## config.mk

```make
export PLATFORM = sky130hd
export DESIGN_NAME = stack_queue_keyed_extract
export DESIGN_NICKNAME = d
export VERILOG_FILES = /design/src/rtl/sqke_pkg.sv /design/src/rtl/stack_queue_keyed_extract.sv /design/src/rtl/sqke_store.sv /design/src/rtl/sqke_seq.sv
export SDC_FILE = /design/constraint.sdc
export NUM_CORES = 2
export LEC_CHECK = 0
export ABC_CLOCK_PERIOD_IN_PS = 6100
export BUFFER_PORTS_ARGS = -buffer_cell sky130_fd_sc_hd__buf_4
export CAP_MARGIN = 20
export CORE_ASPECT_RATIO = 0.5
export CORE_MARGIN = 2
export CORE_UTILIZATION = 32
export DETAILED_ROUTE_END_ITERATION = 12
export GPL_TIMING_DRIVEN = 0
export MAX_ROUTING_LAYER = met4
export SYNTH_ARGS = -nofsm -noshare
export SYNTH_HDL_FRONTEND = slang
export SYNTH_SLANG_ARGS = --single-unit
```

## constraint.sdc

```tcl
create_clock -name clk -period 6.1 [get_ports clk]
set_input_delay 0.915 -clock clk [delete_from_list [all_inputs] [get_ports clk]]
set_output_delay 0.915 -clock clk [all_outputs]
set_load 0.02 [all_outputs]
```

## src/rtl/sqke_pkg.sv

```systemverilog
// ----------------------------------------------------------------------------
// sqke_pkg
// Shared types and codes for the keyed stack/queue list: operation codes,
// result status codes and the stored record layout.
// ----------------------------------------------------------------------------
package sqke_pkg;

  // field widths fixed by the record format
  localparam int ID_W     = 32;
  localparam int PRICE_W  = 32;
  localparam int HANDLE_W = 16;

  // operation codes
  typedef enum logic [1:0] {
    OP_PUSH_FRONT = 2'd0,
    OP_PUSH_BACK  = 2'd1,
    OP_POP_FRONT  = 2'd2,
    OP_EXTRACT    = 2'd3
  } opcode_t;

  // result status codes
  typedef enum logic [1:0] {
    ST_OK        = 2'd0,
    ST_EMPTY     = 2'd1,
    ST_NOT_FOUND = 2'd2,
    ST_FULL      = 2'd3
  } status_t;

  // one stored record
  typedef struct packed {
    logic [ID_W-1:0]     id;
    logic [PRICE_W-1:0]  price_bits;
    logic [HANDLE_W-1:0] shape_handle;
  } rec_t;

endpackage

```

## src/rtl/stack_queue_keyed_extract.sv

```systemverilog
// ----------------------------------------------------------------------------
// stack_queue_keyed_extract
// Bounded ordered list of records with push front, push back, pop front and
// extract of the first record whose id matches a key.
// ----------------------------------------------------------------------------
//  channel  ports                                   transfer
//  input    start/busy, in_opcode, in_item_*        start && !busy
//  result   out_valid, out_id, out_price_bits,      out_valid, one cycle
//           out_shape_handle, out_found, out_status
//
//  inserts, and pop or extract on an empty list, strobe the result on the
//  cycle after the transfer and busy stays low.
//  pop front makes one registered memory read; busy is high in S_POP.
//  extract walks the list one entry per cycle through the single memory read
//  port and closes the gap one record per cycle behind a match: busy stays
//  high until the last entry is handled and the result strobes after it,
//  found or not.
//  synchronous reset empties the list; the receiver cannot stall results.
// ----------------------------------------------------------------------------
module stack_queue_keyed_extract #(
  parameter int LIST_DEPTH = 16
) (
  input  logic                 clk,
  input  logic                 rst_n,
  input  logic                 start,
  output logic                 busy,
  input  logic [1:0]           in_opcode,
  input  logic signed [31:0]   in_item_id,
  input  logic [31:0]          in_item_price_bits,
  input  logic [15:0]          in_item_shape_handle,
  output logic                 out_valid,
  output logic signed [31:0]   out_id,
  output logic [31:0]          out_price_bits,
  output logic [15:0]          out_shape_handle,
  output logic                 out_found,
  output logic [1:0]           out_status
);

  localparam int AW = $clog2(LIST_DEPTH);

  logic                        mem_wr_en;
  logic [AW-1:0]               mem_wr_addr;
  sqke_pkg::rec_t              mem_wr_data;
  logic                        mem_rd_en;
  logic [AW-1:0]               mem_rd_addr;
  logic [sqke_pkg::ID_W-1:0]   mem_key;
  sqke_pkg::rec_t              mem_rd_data;
  logic                        mem_id_match;
  sqke_pkg::rec_t              res_rec;
  sqke_pkg::status_t           res_status;

  // sequencer
  sqke_seq #(
    .LIST_DEPTH (LIST_DEPTH)
  ) u_seq (
    .clk                  (clk),
    .rst_n                (rst_n),
    .start                (start),
    .busy                 (busy),
    .in_opcode            (in_opcode),
    .in_item_id           (in_item_id),
    .in_item_price_bits   (in_item_price_bits),
    .in_item_shape_handle (in_item_shape_handle),
    .out_valid            (out_valid),
    .out_rec              (res_rec),
    .out_found            (out_found),
    .out_status           (res_status),
    .mem_wr_en            (mem_wr_en),
    .mem_wr_addr          (mem_wr_addr),
    .mem_wr_data          (mem_wr_data),
    .mem_rd_en            (mem_rd_en),
    .mem_rd_addr          (mem_rd_addr),
    .mem_key              (mem_key),
    .mem_rd_data          (mem_rd_data),
    .mem_id_match         (mem_id_match)
  );

  // record store and key compare
  sqke_store #(
    .DEPTH (LIST_DEPTH)
  ) u_store (
    .clk      (clk),
    .wr_en    (mem_wr_en),
    .wr_addr  (mem_wr_addr),
    .wr_data  (mem_wr_data),
    .rd_en    (mem_rd_en),
    .rd_addr  (mem_rd_addr),
    .key      (mem_key),
    .rd_data  (mem_rd_data),
    .id_match (mem_id_match)
  );

  // result fields
  assign out_id           = res_rec.id;
  assign out_price_bits   = res_rec.price_bits;
  assign out_shape_handle = res_rec.shape_handle;
  assign out_status       = res_status;

endmodule

```

## src/rtl/sqke_store.sv

```systemverilog
// ----------------------------------------------------------------------------
// sqke_store
// Record memory with one write port and one registered read port, plus the
// shared id comparator that checks the read record against the search key.
// ----------------------------------------------------------------------------
module sqke_store #(
  parameter int DEPTH = 16
) (
  input  logic                       clk,
  input  logic                       wr_en,
  input  logic [$clog2(DEPTH)-1:0]   wr_addr,
  input  sqke_pkg::rec_t             wr_data,
  input  logic                       rd_en,
  input  logic [$clog2(DEPTH)-1:0]   rd_addr,
  input  logic [sqke_pkg::ID_W-1:0]  key,
  output sqke_pkg::rec_t             rd_data,
  output logic                       id_match
);

  sqke_pkg::rec_t mem [DEPTH];
  sqke_pkg::rec_t rd_data_r;

  // single write port
  always_ff @(posedge clk) begin
    if (wr_en) begin
      mem[wr_addr] <= wr_data;
    end
  end

  // registered read port
  always_ff @(posedge clk) begin
    if (rd_en) begin
      rd_data_r <= mem[rd_addr];
    end
  end

  assign rd_data = rd_data_r;

  // shared key compare on the read record, all 32 bits
  assign id_match = (rd_data_r.id == key);

endmodule

```

## src/rtl/sqke_seq.sv

```systemverilog
// ----------------------------------------------------------------------------
// sqke_seq
// Sequencer for the keyed list: head and count bookkeeping, the one-entry-
// per-cycle scan and gap-closing shift, and the result registers.
// ----------------------------------------------------------------------------
module sqke_seq #(
  parameter int LIST_DEPTH = 16
) (
  input  logic                             clk,
  input  logic                             rst_n,
  input  logic                             start,
  output logic                             busy,
  input  logic [1:0]                       in_opcode,
  input  logic [sqke_pkg::ID_W-1:0]        in_item_id,
  input  logic [sqke_pkg::PRICE_W-1:0]     in_item_price_bits,
  input  logic [sqke_pkg::HANDLE_W-1:0]    in_item_shape_handle,
  output logic                             out_valid,
  output sqke_pkg::rec_t                   out_rec,
  output logic                             out_found,
  output sqke_pkg::status_t                out_status,
  // memory side
  output logic                             mem_wr_en,
  output logic [$clog2(LIST_DEPTH)-1:0]    mem_wr_addr,
  output sqke_pkg::rec_t                   mem_wr_data,
  output logic                             mem_rd_en,
  output logic [$clog2(LIST_DEPTH)-1:0]    mem_rd_addr,
  output logic [sqke_pkg::ID_W-1:0]        mem_key,
  input  sqke_pkg::rec_t                   mem_rd_data,
  input  logic                             mem_id_match
);

  localparam int AW = $clog2(LIST_DEPTH);
  localparam int CW = $clog2(LIST_DEPTH + 1);
  localparam int SW = AW + 1;
  localparam logic [AW-1:0] LAST_SLOT = AW'(LIST_DEPTH - 1);
  localparam logic [CW-1:0] FULL_CNT  = CW'(LIST_DEPTH);
  localparam logic [SW-1:0] WRAP_SUM  = SW'(LIST_DEPTH);

  typedef enum logic [1:0] {
    S_IDLE,
    S_POP,
    S_SCAN,
    S_SHIFT
  } state_t;

  state_t                     state_r;
  logic [AW-1:0]              head_r;
  logic [CW-1:0]              count_r;
  logic [CW-1:0]              k_r;
  logic [AW-1:0]              rd_ptr_r;
  logic [AW-1:0]              wr_ptr_r;
  logic [sqke_pkg::ID_W-1:0]  key_r;
  logic                       out_valid_r;
  sqke_pkg::rec_t             out_rec_r;
  logic                       out_found_r;
  sqke_pkg::status_t          out_status_r;

  logic                       accept;
  logic                       is_full;
  logic                       is_empty;
  logic [CW-1:0]              k_inc;
  logic                       more;
  logic [AW-1:0]              head_dec;
  logic [AW-1:0]              head_inc;
  logic [AW-1:0]              rd_ptr_inc;
  logic [SW-1:0]              tail_sum;
  logic [AW-1:0]              tail_slot;
  sqke_pkg::rec_t             in_rec;

  // circular slot helpers
  function automatic logic [AW-1:0] slot_inc(input logic [AW-1:0] p);
    return (p == LAST_SLOT) ? '0 : p + AW'(1);
  endfunction

  function automatic logic [AW-1:0] slot_dec(input logic [AW-1:0] p);
    return (p == '0) ? LAST_SLOT : p - AW'(1);
  endfunction

  assign busy     = (state_r != S_IDLE);
  assign accept   = start && !busy;
  assign is_full  = (count_r == FULL_CNT);
  assign is_empty = (count_r == '0);
  assign k_inc    = k_r + CW'(1);
  assign more     = (k_inc < count_r);

  assign head_dec   = slot_dec(head_r);
  assign head_inc   = slot_inc(head_r);
  assign rd_ptr_inc = slot_inc(rd_ptr_r);

  // tail slot: head plus count, wrapped once
  assign tail_sum  = {1'b0, head_r} + SW'(count_r);
  assign tail_slot = (tail_sum >= WRAP_SUM) ? AW'(tail_sum - WRAP_SUM) : AW'(tail_sum);

  assign in_rec.id           = in_item_id;
  assign in_rec.price_bits   = in_item_price_bits;
  assign in_rec.shape_handle = in_item_shape_handle;

  // memory port steering
  always_comb begin
    mem_wr_en   = 1'b0;
    mem_wr_addr = wr_ptr_r;
    mem_wr_data = mem_rd_data;
    mem_rd_en   = 1'b0;
    mem_rd_addr = rd_ptr_inc;
    unique case (state_r)
      S_IDLE: begin
        if (accept) begin
          if (in_opcode == sqke_pkg::OP_PUSH_FRONT || in_opcode == sqke_pkg::OP_PUSH_BACK) begin
            mem_wr_en   = !is_full;
            mem_wr_addr = (in_opcode == sqke_pkg::OP_PUSH_FRONT) ? head_dec : tail_slot;
            mem_wr_data = in_rec;
          end else begin
            mem_rd_en   = !is_empty;
            mem_rd_addr = head_r;
          end
        end
      end
      S_POP: begin
      end
      S_SCAN: begin
        mem_rd_en = more;
      end
      S_SHIFT: begin
        // move the record just read one place toward the head
        mem_wr_en = 1'b1;
        mem_rd_en = more;
      end
      default: begin
      end
    endcase
  end

  assign mem_key = key_r;

  // sequencer state and result registers
  always_ff @(posedge clk) begin
    if (!rst_n) begin
      state_r     <= S_IDLE;
      head_r      <= '0;
      count_r     <= '0;
      k_r         <= '0;
      rd_ptr_r    <= '0;
      wr_ptr_r    <= '0;
      out_valid_r <= 1'b0;
    end else begin
      out_valid_r <= 1'b0;
      unique case (state_r)
        S_IDLE: begin
          if (accept) begin
            key_r    <= in_item_id;
            rd_ptr_r <= head_r;
            k_r      <= '0;
            if (in_opcode == sqke_pkg::OP_PUSH_FRONT || in_opcode == sqke_pkg::OP_PUSH_BACK) begin
              // insert completes in the accept cycle
              out_valid_r  <= 1'b1;
              out_rec_r    <= '0;
              out_found_r  <= 1'b0;
              if (is_full) begin
                out_status_r <= sqke_pkg::ST_FULL;
              end else begin
                out_status_r <= sqke_pkg::ST_OK;
                count_r      <= count_r + CW'(1);
                if (in_opcode == sqke_pkg::OP_PUSH_FRONT) begin
                  head_r <= head_dec;
                end
              end
            end else if (is_empty) begin
              out_valid_r  <= 1'b1;
              out_rec_r    <= '0;
              out_found_r  <= 1'b0;
              out_status_r <= sqke_pkg::ST_EMPTY;
            end else if (in_opcode == sqke_pkg::OP_POP_FRONT) begin
              state_r <= S_POP;
            end else begin
              state_r <= S_SCAN;
            end
          end
        end
        S_POP: begin
          out_valid_r  <= 1'b1;
          out_rec_r    <= mem_rd_data;
          out_found_r  <= 1'b1;
          out_status_r <= sqke_pkg::ST_OK;
          head_r       <= head_inc;
          count_r      <= count_r - CW'(1);
          state_r      <= S_IDLE;
        end
        S_SCAN: begin
          if (mem_id_match) begin
            // first match from the head: hold it, then close the gap
            out_rec_r    <= mem_rd_data;
            out_found_r  <= 1'b1;
            out_status_r <= sqke_pkg::ST_OK;
            wr_ptr_r     <= rd_ptr_r;
            if (more) begin
              rd_ptr_r <= rd_ptr_inc;
              k_r      <= k_inc;
              state_r  <= S_SHIFT;
            end else begin
              count_r     <= count_r - CW'(1);
              out_valid_r <= 1'b1;
              state_r     <= S_IDLE;
            end
          end else if (more) begin
            rd_ptr_r <= rd_ptr_inc;
            k_r      <= k_inc;
          end else begin
            out_valid_r  <= 1'b1;
            out_rec_r    <= '0;
            out_found_r  <= 1'b0;
            out_status_r <= sqke_pkg::ST_NOT_FOUND;
            state_r      <= S_IDLE;
          end
        end
        S_SHIFT: begin
          wr_ptr_r <= rd_ptr_r;
          if (more) begin
            rd_ptr_r <= rd_ptr_inc;
            k_r      <= k_inc;
          end else begin
            count_r     <= count_r - CW'(1);
            out_valid_r <= 1'b1;
            state_r     <= S_IDLE;
          end
        end
        default: begin
          state_r <= S_IDLE;
        end
      endcase
    end
  end

  assign out_valid  = out_valid_r;
  assign out_rec    = out_rec_r;
  assign out_found  = out_found_r;
  assign out_status = out_status_r;

`ifndef SYNTHESIS
  // a result is only presented once the sequencer is back to idle
  a_valid_idle: assert property (@(posedge clk) disable iff (!rst_n)
    out_valid_r |-> (state_r == S_IDLE))
    else $error("result strobe while sequencer busy");

  // a returned record always carries ok status
  a_found_ok: assert property (@(posedge clk) disable iff (!rst_n)
    (out_valid_r && out_found_r) |-> (out_status_r == sqke_pkg::ST_OK))
    else $error("found record with non-ok status");

  // when nothing is returned the payload is zero
  a_none_zero: assert property (@(posedge clk) disable iff (!rst_n)
    (out_valid_r && !out_found_r) |-> (out_rec_r == '0))
    else $error("nonzero payload without a found record");

  // occupancy never exceeds the list depth
  a_count_max: assert property (@(posedge clk) disable iff (!rst_n)
    count_r <= FULL_CNT)
    else $error("entry count above list depth");

  // inserts finish in the accept cycle
  a_push_one: assert property (@(posedge clk) disable iff (!rst_n)
    (accept && (in_opcode == sqke_pkg::OP_PUSH_FRONT ||
                in_opcode == sqke_pkg::OP_PUSH_BACK)) |=> (out_valid_r && !busy))
    else $error("insert did not complete in one cycle");
`endif

endmodule
```

==> results.toml <==
[detailed_routing]
via_per_inst = 5.194
dr.pass1.iters = 7
num_vias = 31630
drcViolationCount = 0
wirelength_um = 159800
drt-initial-drc-count = 3427
wire_per_inst_um = 26.23
ant_nets = 0

[sta]
period_minus_slack_ns = 4.546
fmax_mhz = 220.0
fin_skew_ns = 0.02380
tightest_slew_ns = 1.209
rsz0062_at_grt = "no"
setup_violations = 0
fin_crit_sh_pct = 74.52
slew_viol_final = 0
fin_ws_ns = 1.554
hold_viol = 0
relSlewSlack_pct = 19.43

[place]
gp_congestion = 0.8227
portBuffers = 169
place_hpwl_um = 103800
pre_cts_ws_ns = 1.657
place_area_mm2 = 0.06410

[clocking]
ctsLongestPathBuffers = 3
cts_hold_buffers = 0
cts_sinks = 1500
root_buffer = "clkbuf_16"
post-cts-setup-buffer-count = 0
cts_resized = 0
clk_pin_slew_ns = 0.06
cts_buffers = 148
cts_tree = "done"
clk_latency_ns = 0.78
h-tree-depth = 4

[synth]
synth_top_area_share_pct = 76.21
syn_area_per_cell_um2 = 18.29
syn-cell-area_mm2 = 0.05812
synth_edf_count = 1475
synth_area_leaders = "edfxtp_1 76%, mux2i_1 11%, o22ai_1 3.4%"
ys_warn_count = 0
async_flop_share_pct = 0
syn_inst = 3178
yosysSeqAreaShare_pct = 77.07
yosysTopAreaCell = "edfxtp_1"
synth_cell_types = 63
syn_nets = 3283
synth_ff_type = "edfxtp_1"
synth-seq-cells = 1500

[critical_path]
critPathArrivalTime_ns = 5.01
worstSetupStartpointType = "flop"
r2r_end = "u_store.mem[0][39]$_DFFE_PP_"
end_kind = "flop"
r2r_cells = 12
setup.worst_path.end = "u_store.mem[0][39]$_DFFE_PP_"
rrSetupSlack_ns = 1.55
startpoint = "u_seq.state_r[0]$_SDFFE_PN0P_"
cpPeakStageDelay_ns = 0.81
critPathKind = "flop to flop"
crit_path_max_fanout = 18
crit_slowest_cell = "nor2_4"
critical_path.cell_chain = "inv_1 > ha_1 > clkbuf_1 > and2_1 > nand2_1 > clkbuf_2 > nand2_1 > o21ai_0 > nand2b_1 > nor2_4 > buf_12 > buf_12"
cp_data_required_time_ns = 6.56
worstReg2RegStart = "u_seq.state_r[0]$_SDFFE_PN0P_"

[global_route]
grt_overflow_total = 0
grt_pass1_vias = 31320
antenna_found_initial = 4
grt_util_all_layers_pct = 17.38
grt_max_degree = 31
grt_first_pass_wirelength_um = 223300

[floorplanning]
dieArea_mm2 = 0.1853
core.rowCount = 110
start_util_pct = 32.26
coreArea_mm2 = 0.1802
die_w_um = 606.7
die_height_um = 305.4
ioPinCount = 170

[job]
drv_cap = 0

[power]
power_mw = 31.27
p_leak_nw = 22.59
p_per_area_mw_per_mm2 = 456.4
ir_drop_uv = 229.5

[min_path]
holdPathStages = 1
hold_path_class = "primary input to flop"

[layout]
area_growth_pct = 17.89
postLayoutCellArea_mm2 = 0.06852
nFillCells = 16230
final_nets = 3677
drive_above_1_share_pct = 18.01

[run_status]
status = "finished clean"
[worst max-delay path: cells and delay by family (launching register included)]
kind / cells / cell delay (ns)
simple gates: 5 / 1.87
buf+inv: 5 / 1.56
flops: 1 / 0.35
fa+ha+maj: 1 / 0.21
compound gates: 1 / 0.18
[Yosys cell counts (all sizes together) (4+ instances only)]
| cell | number |
|---|---|
| a2111oi | 5 |
| a21o | 5 |
| a21oi | 34 |
| and2 | 81 |
| buf | 117 |
| clkbuf | 53 |
| dfxtp | 25 |
| edfxtp | 1475 |
| ha | 18 |
| inv | 16 |
| mux2 | 83 |
| mux2i | 634 |
| mux4 | 5 |
| nand2 | 23 |
| nand2b | 11 |
| nand3 | 22 |
| nand4 | 8 |
| nor2 | 42 |
| nor2b | 5 |
| nor3 | 4 |
| o21ai | 19 |
| o22ai | 314 |
| o31ai | 4 |
| or2 | 5 |
| or4 | 81 |
| xnor2 | 39 |
| xor2 | 5 |
[state kept, by name, indices dropped and copies added, names as in the netlist]
signal and cells:
u_store.mem 1280, u_seq.out_rec 80, u_seq.wr_ptr_r 4, u_seq.state_r 2, u_seq.count_r 5, u_seq.k_r 5, u_store.rd_data 80, u_seq.out_found 1
u_seq.out_valid 1, u_seq.rd_ptr_r 4, u_seq.mem_key 32, u_seq.out_status 2, u_seq.head_r 4
[per-stage QoR]
step | setup TNS (ns) | hold slack (ns) | instances | utilization (%)
CTS | 0 | 0.2795 | 6089 | 38.03
floorplan | 0 | 0.4542 | 3178 | -
finish | 0 | 0.3283 | 6090 | 38.03
detailed placement | 0 | 0.4742 | 5830 | 35.58
global placement | -7645.55 | 0.4654 | 5755 | 34.64
global route | 0 | 0.3095 | 6090 | 38.03
[kinds of logic (layout without fill, tap and decap cells)]
kind of cell,Yosys count,after routing,share of synthesized area (%)
adder cells (fa/ha/maj),20,20,0.4564
multiplexers,722,722,12.74
AND/OR/NAND/NOR,296,296,3.055
flip-flops,1500,1500,77.07
other,0,1,0
AO/OA/AOI/OAI,410,410,4.467
XOR/XNOR,44,44,0.6630
buffers and inverters,186,689,1.550
[power by group]
part | switching [mW] | internal [mW]
clock network | 3.69 | 4.79
registers | 0.365 | 13.4
logic | 6.02 | 3.03
[routing by layer]
metal  share of wire (%)  vias up  global-route usage, %  routed length [um]
li1                    -    13590                      -                   -
met1                  40    16450                  21.70               64170
met2                  50     1376                  29.42               80360
met3                 6.9      215                  2.294               11050
met4                 2.6        0                  5.321                4168
met5                   0        -                      -                   0
[area by class of cell]
cell class | count | area [um2] | share of cell area (%)
diodes | 1 | 2.502 | 0.003652
clock buffers | 199 | 4044 | 5.902
repair buffers | 244 | 2811 | 4.103
plain buffers | 170 | 843.3 | 1.231
clock inverters | 60 | 375.4 | 0.5478
multi-input cells | 1492 | 12580 | 18.36
flip-flops and latches | 1500 | 44790 | 65.37
inverters | 16 | 60.06 | 0.08765
well taps | 2408 | 3013 | 4.397
[cells in the final DEF, fill, tap and decap left out, types with 5 or more instances in the layout]
cell type  instances
mux2i_1          633
xor2_1             5
clkinv_1          31
a21o_1             5
or4_1             81
o22ai_1          313
nand2b_1          11
ha_1              18
nand2_1           23
xnor2_1           39
buf_2            102
a2111oi_0          5
dfxtp_1           25
mux4_2             5
nor2b_1            5
mux2_2            83
clkbuf_16        155
and2_1            81
nor2_4            17
o21ai_0           17
nor2_1            25
buf_6              9
buf_12            57
edfxtp_1        1475
buf_16            12
buf_4            178
inv_1             16
clkbuf_1          95
nand4_1            8
nand3_1           21
clkinv_2          21
a21oi_1           33
[how the worst min path moves through the flow]
stage,from,end,slack (ns)
floorplan,u_seq.wr_ptr_r[3]$_SDFFE_PN0P_,u_seq.wr_ptr_r[3]$_SDFFE_PN0P_,0.45
CTS,in_item_id[30],u_seq.mem_key[30]$_DFFE_PP_,0.28
global placement,u_seq.wr_ptr_r[0]$_SDFFE_PN0P_,u_seq.wr_ptr_r[0]$_SDFFE_PN0P_,0.47
global route,in_item_id[18],u_seq.mem_key[18]$_DFFE_PP_,0.31
detailed placement,u_seq.wr_ptr_r[2]$_SDFFE_PN0P_,u_seq.wr_ptr_r[2]$_SDFFE_PN0P_,0.47
finish,in_item_id[30],u_seq.mem_key[30]$_DFFE_PP_,0.33
Power figures use the tool's default switching activity.
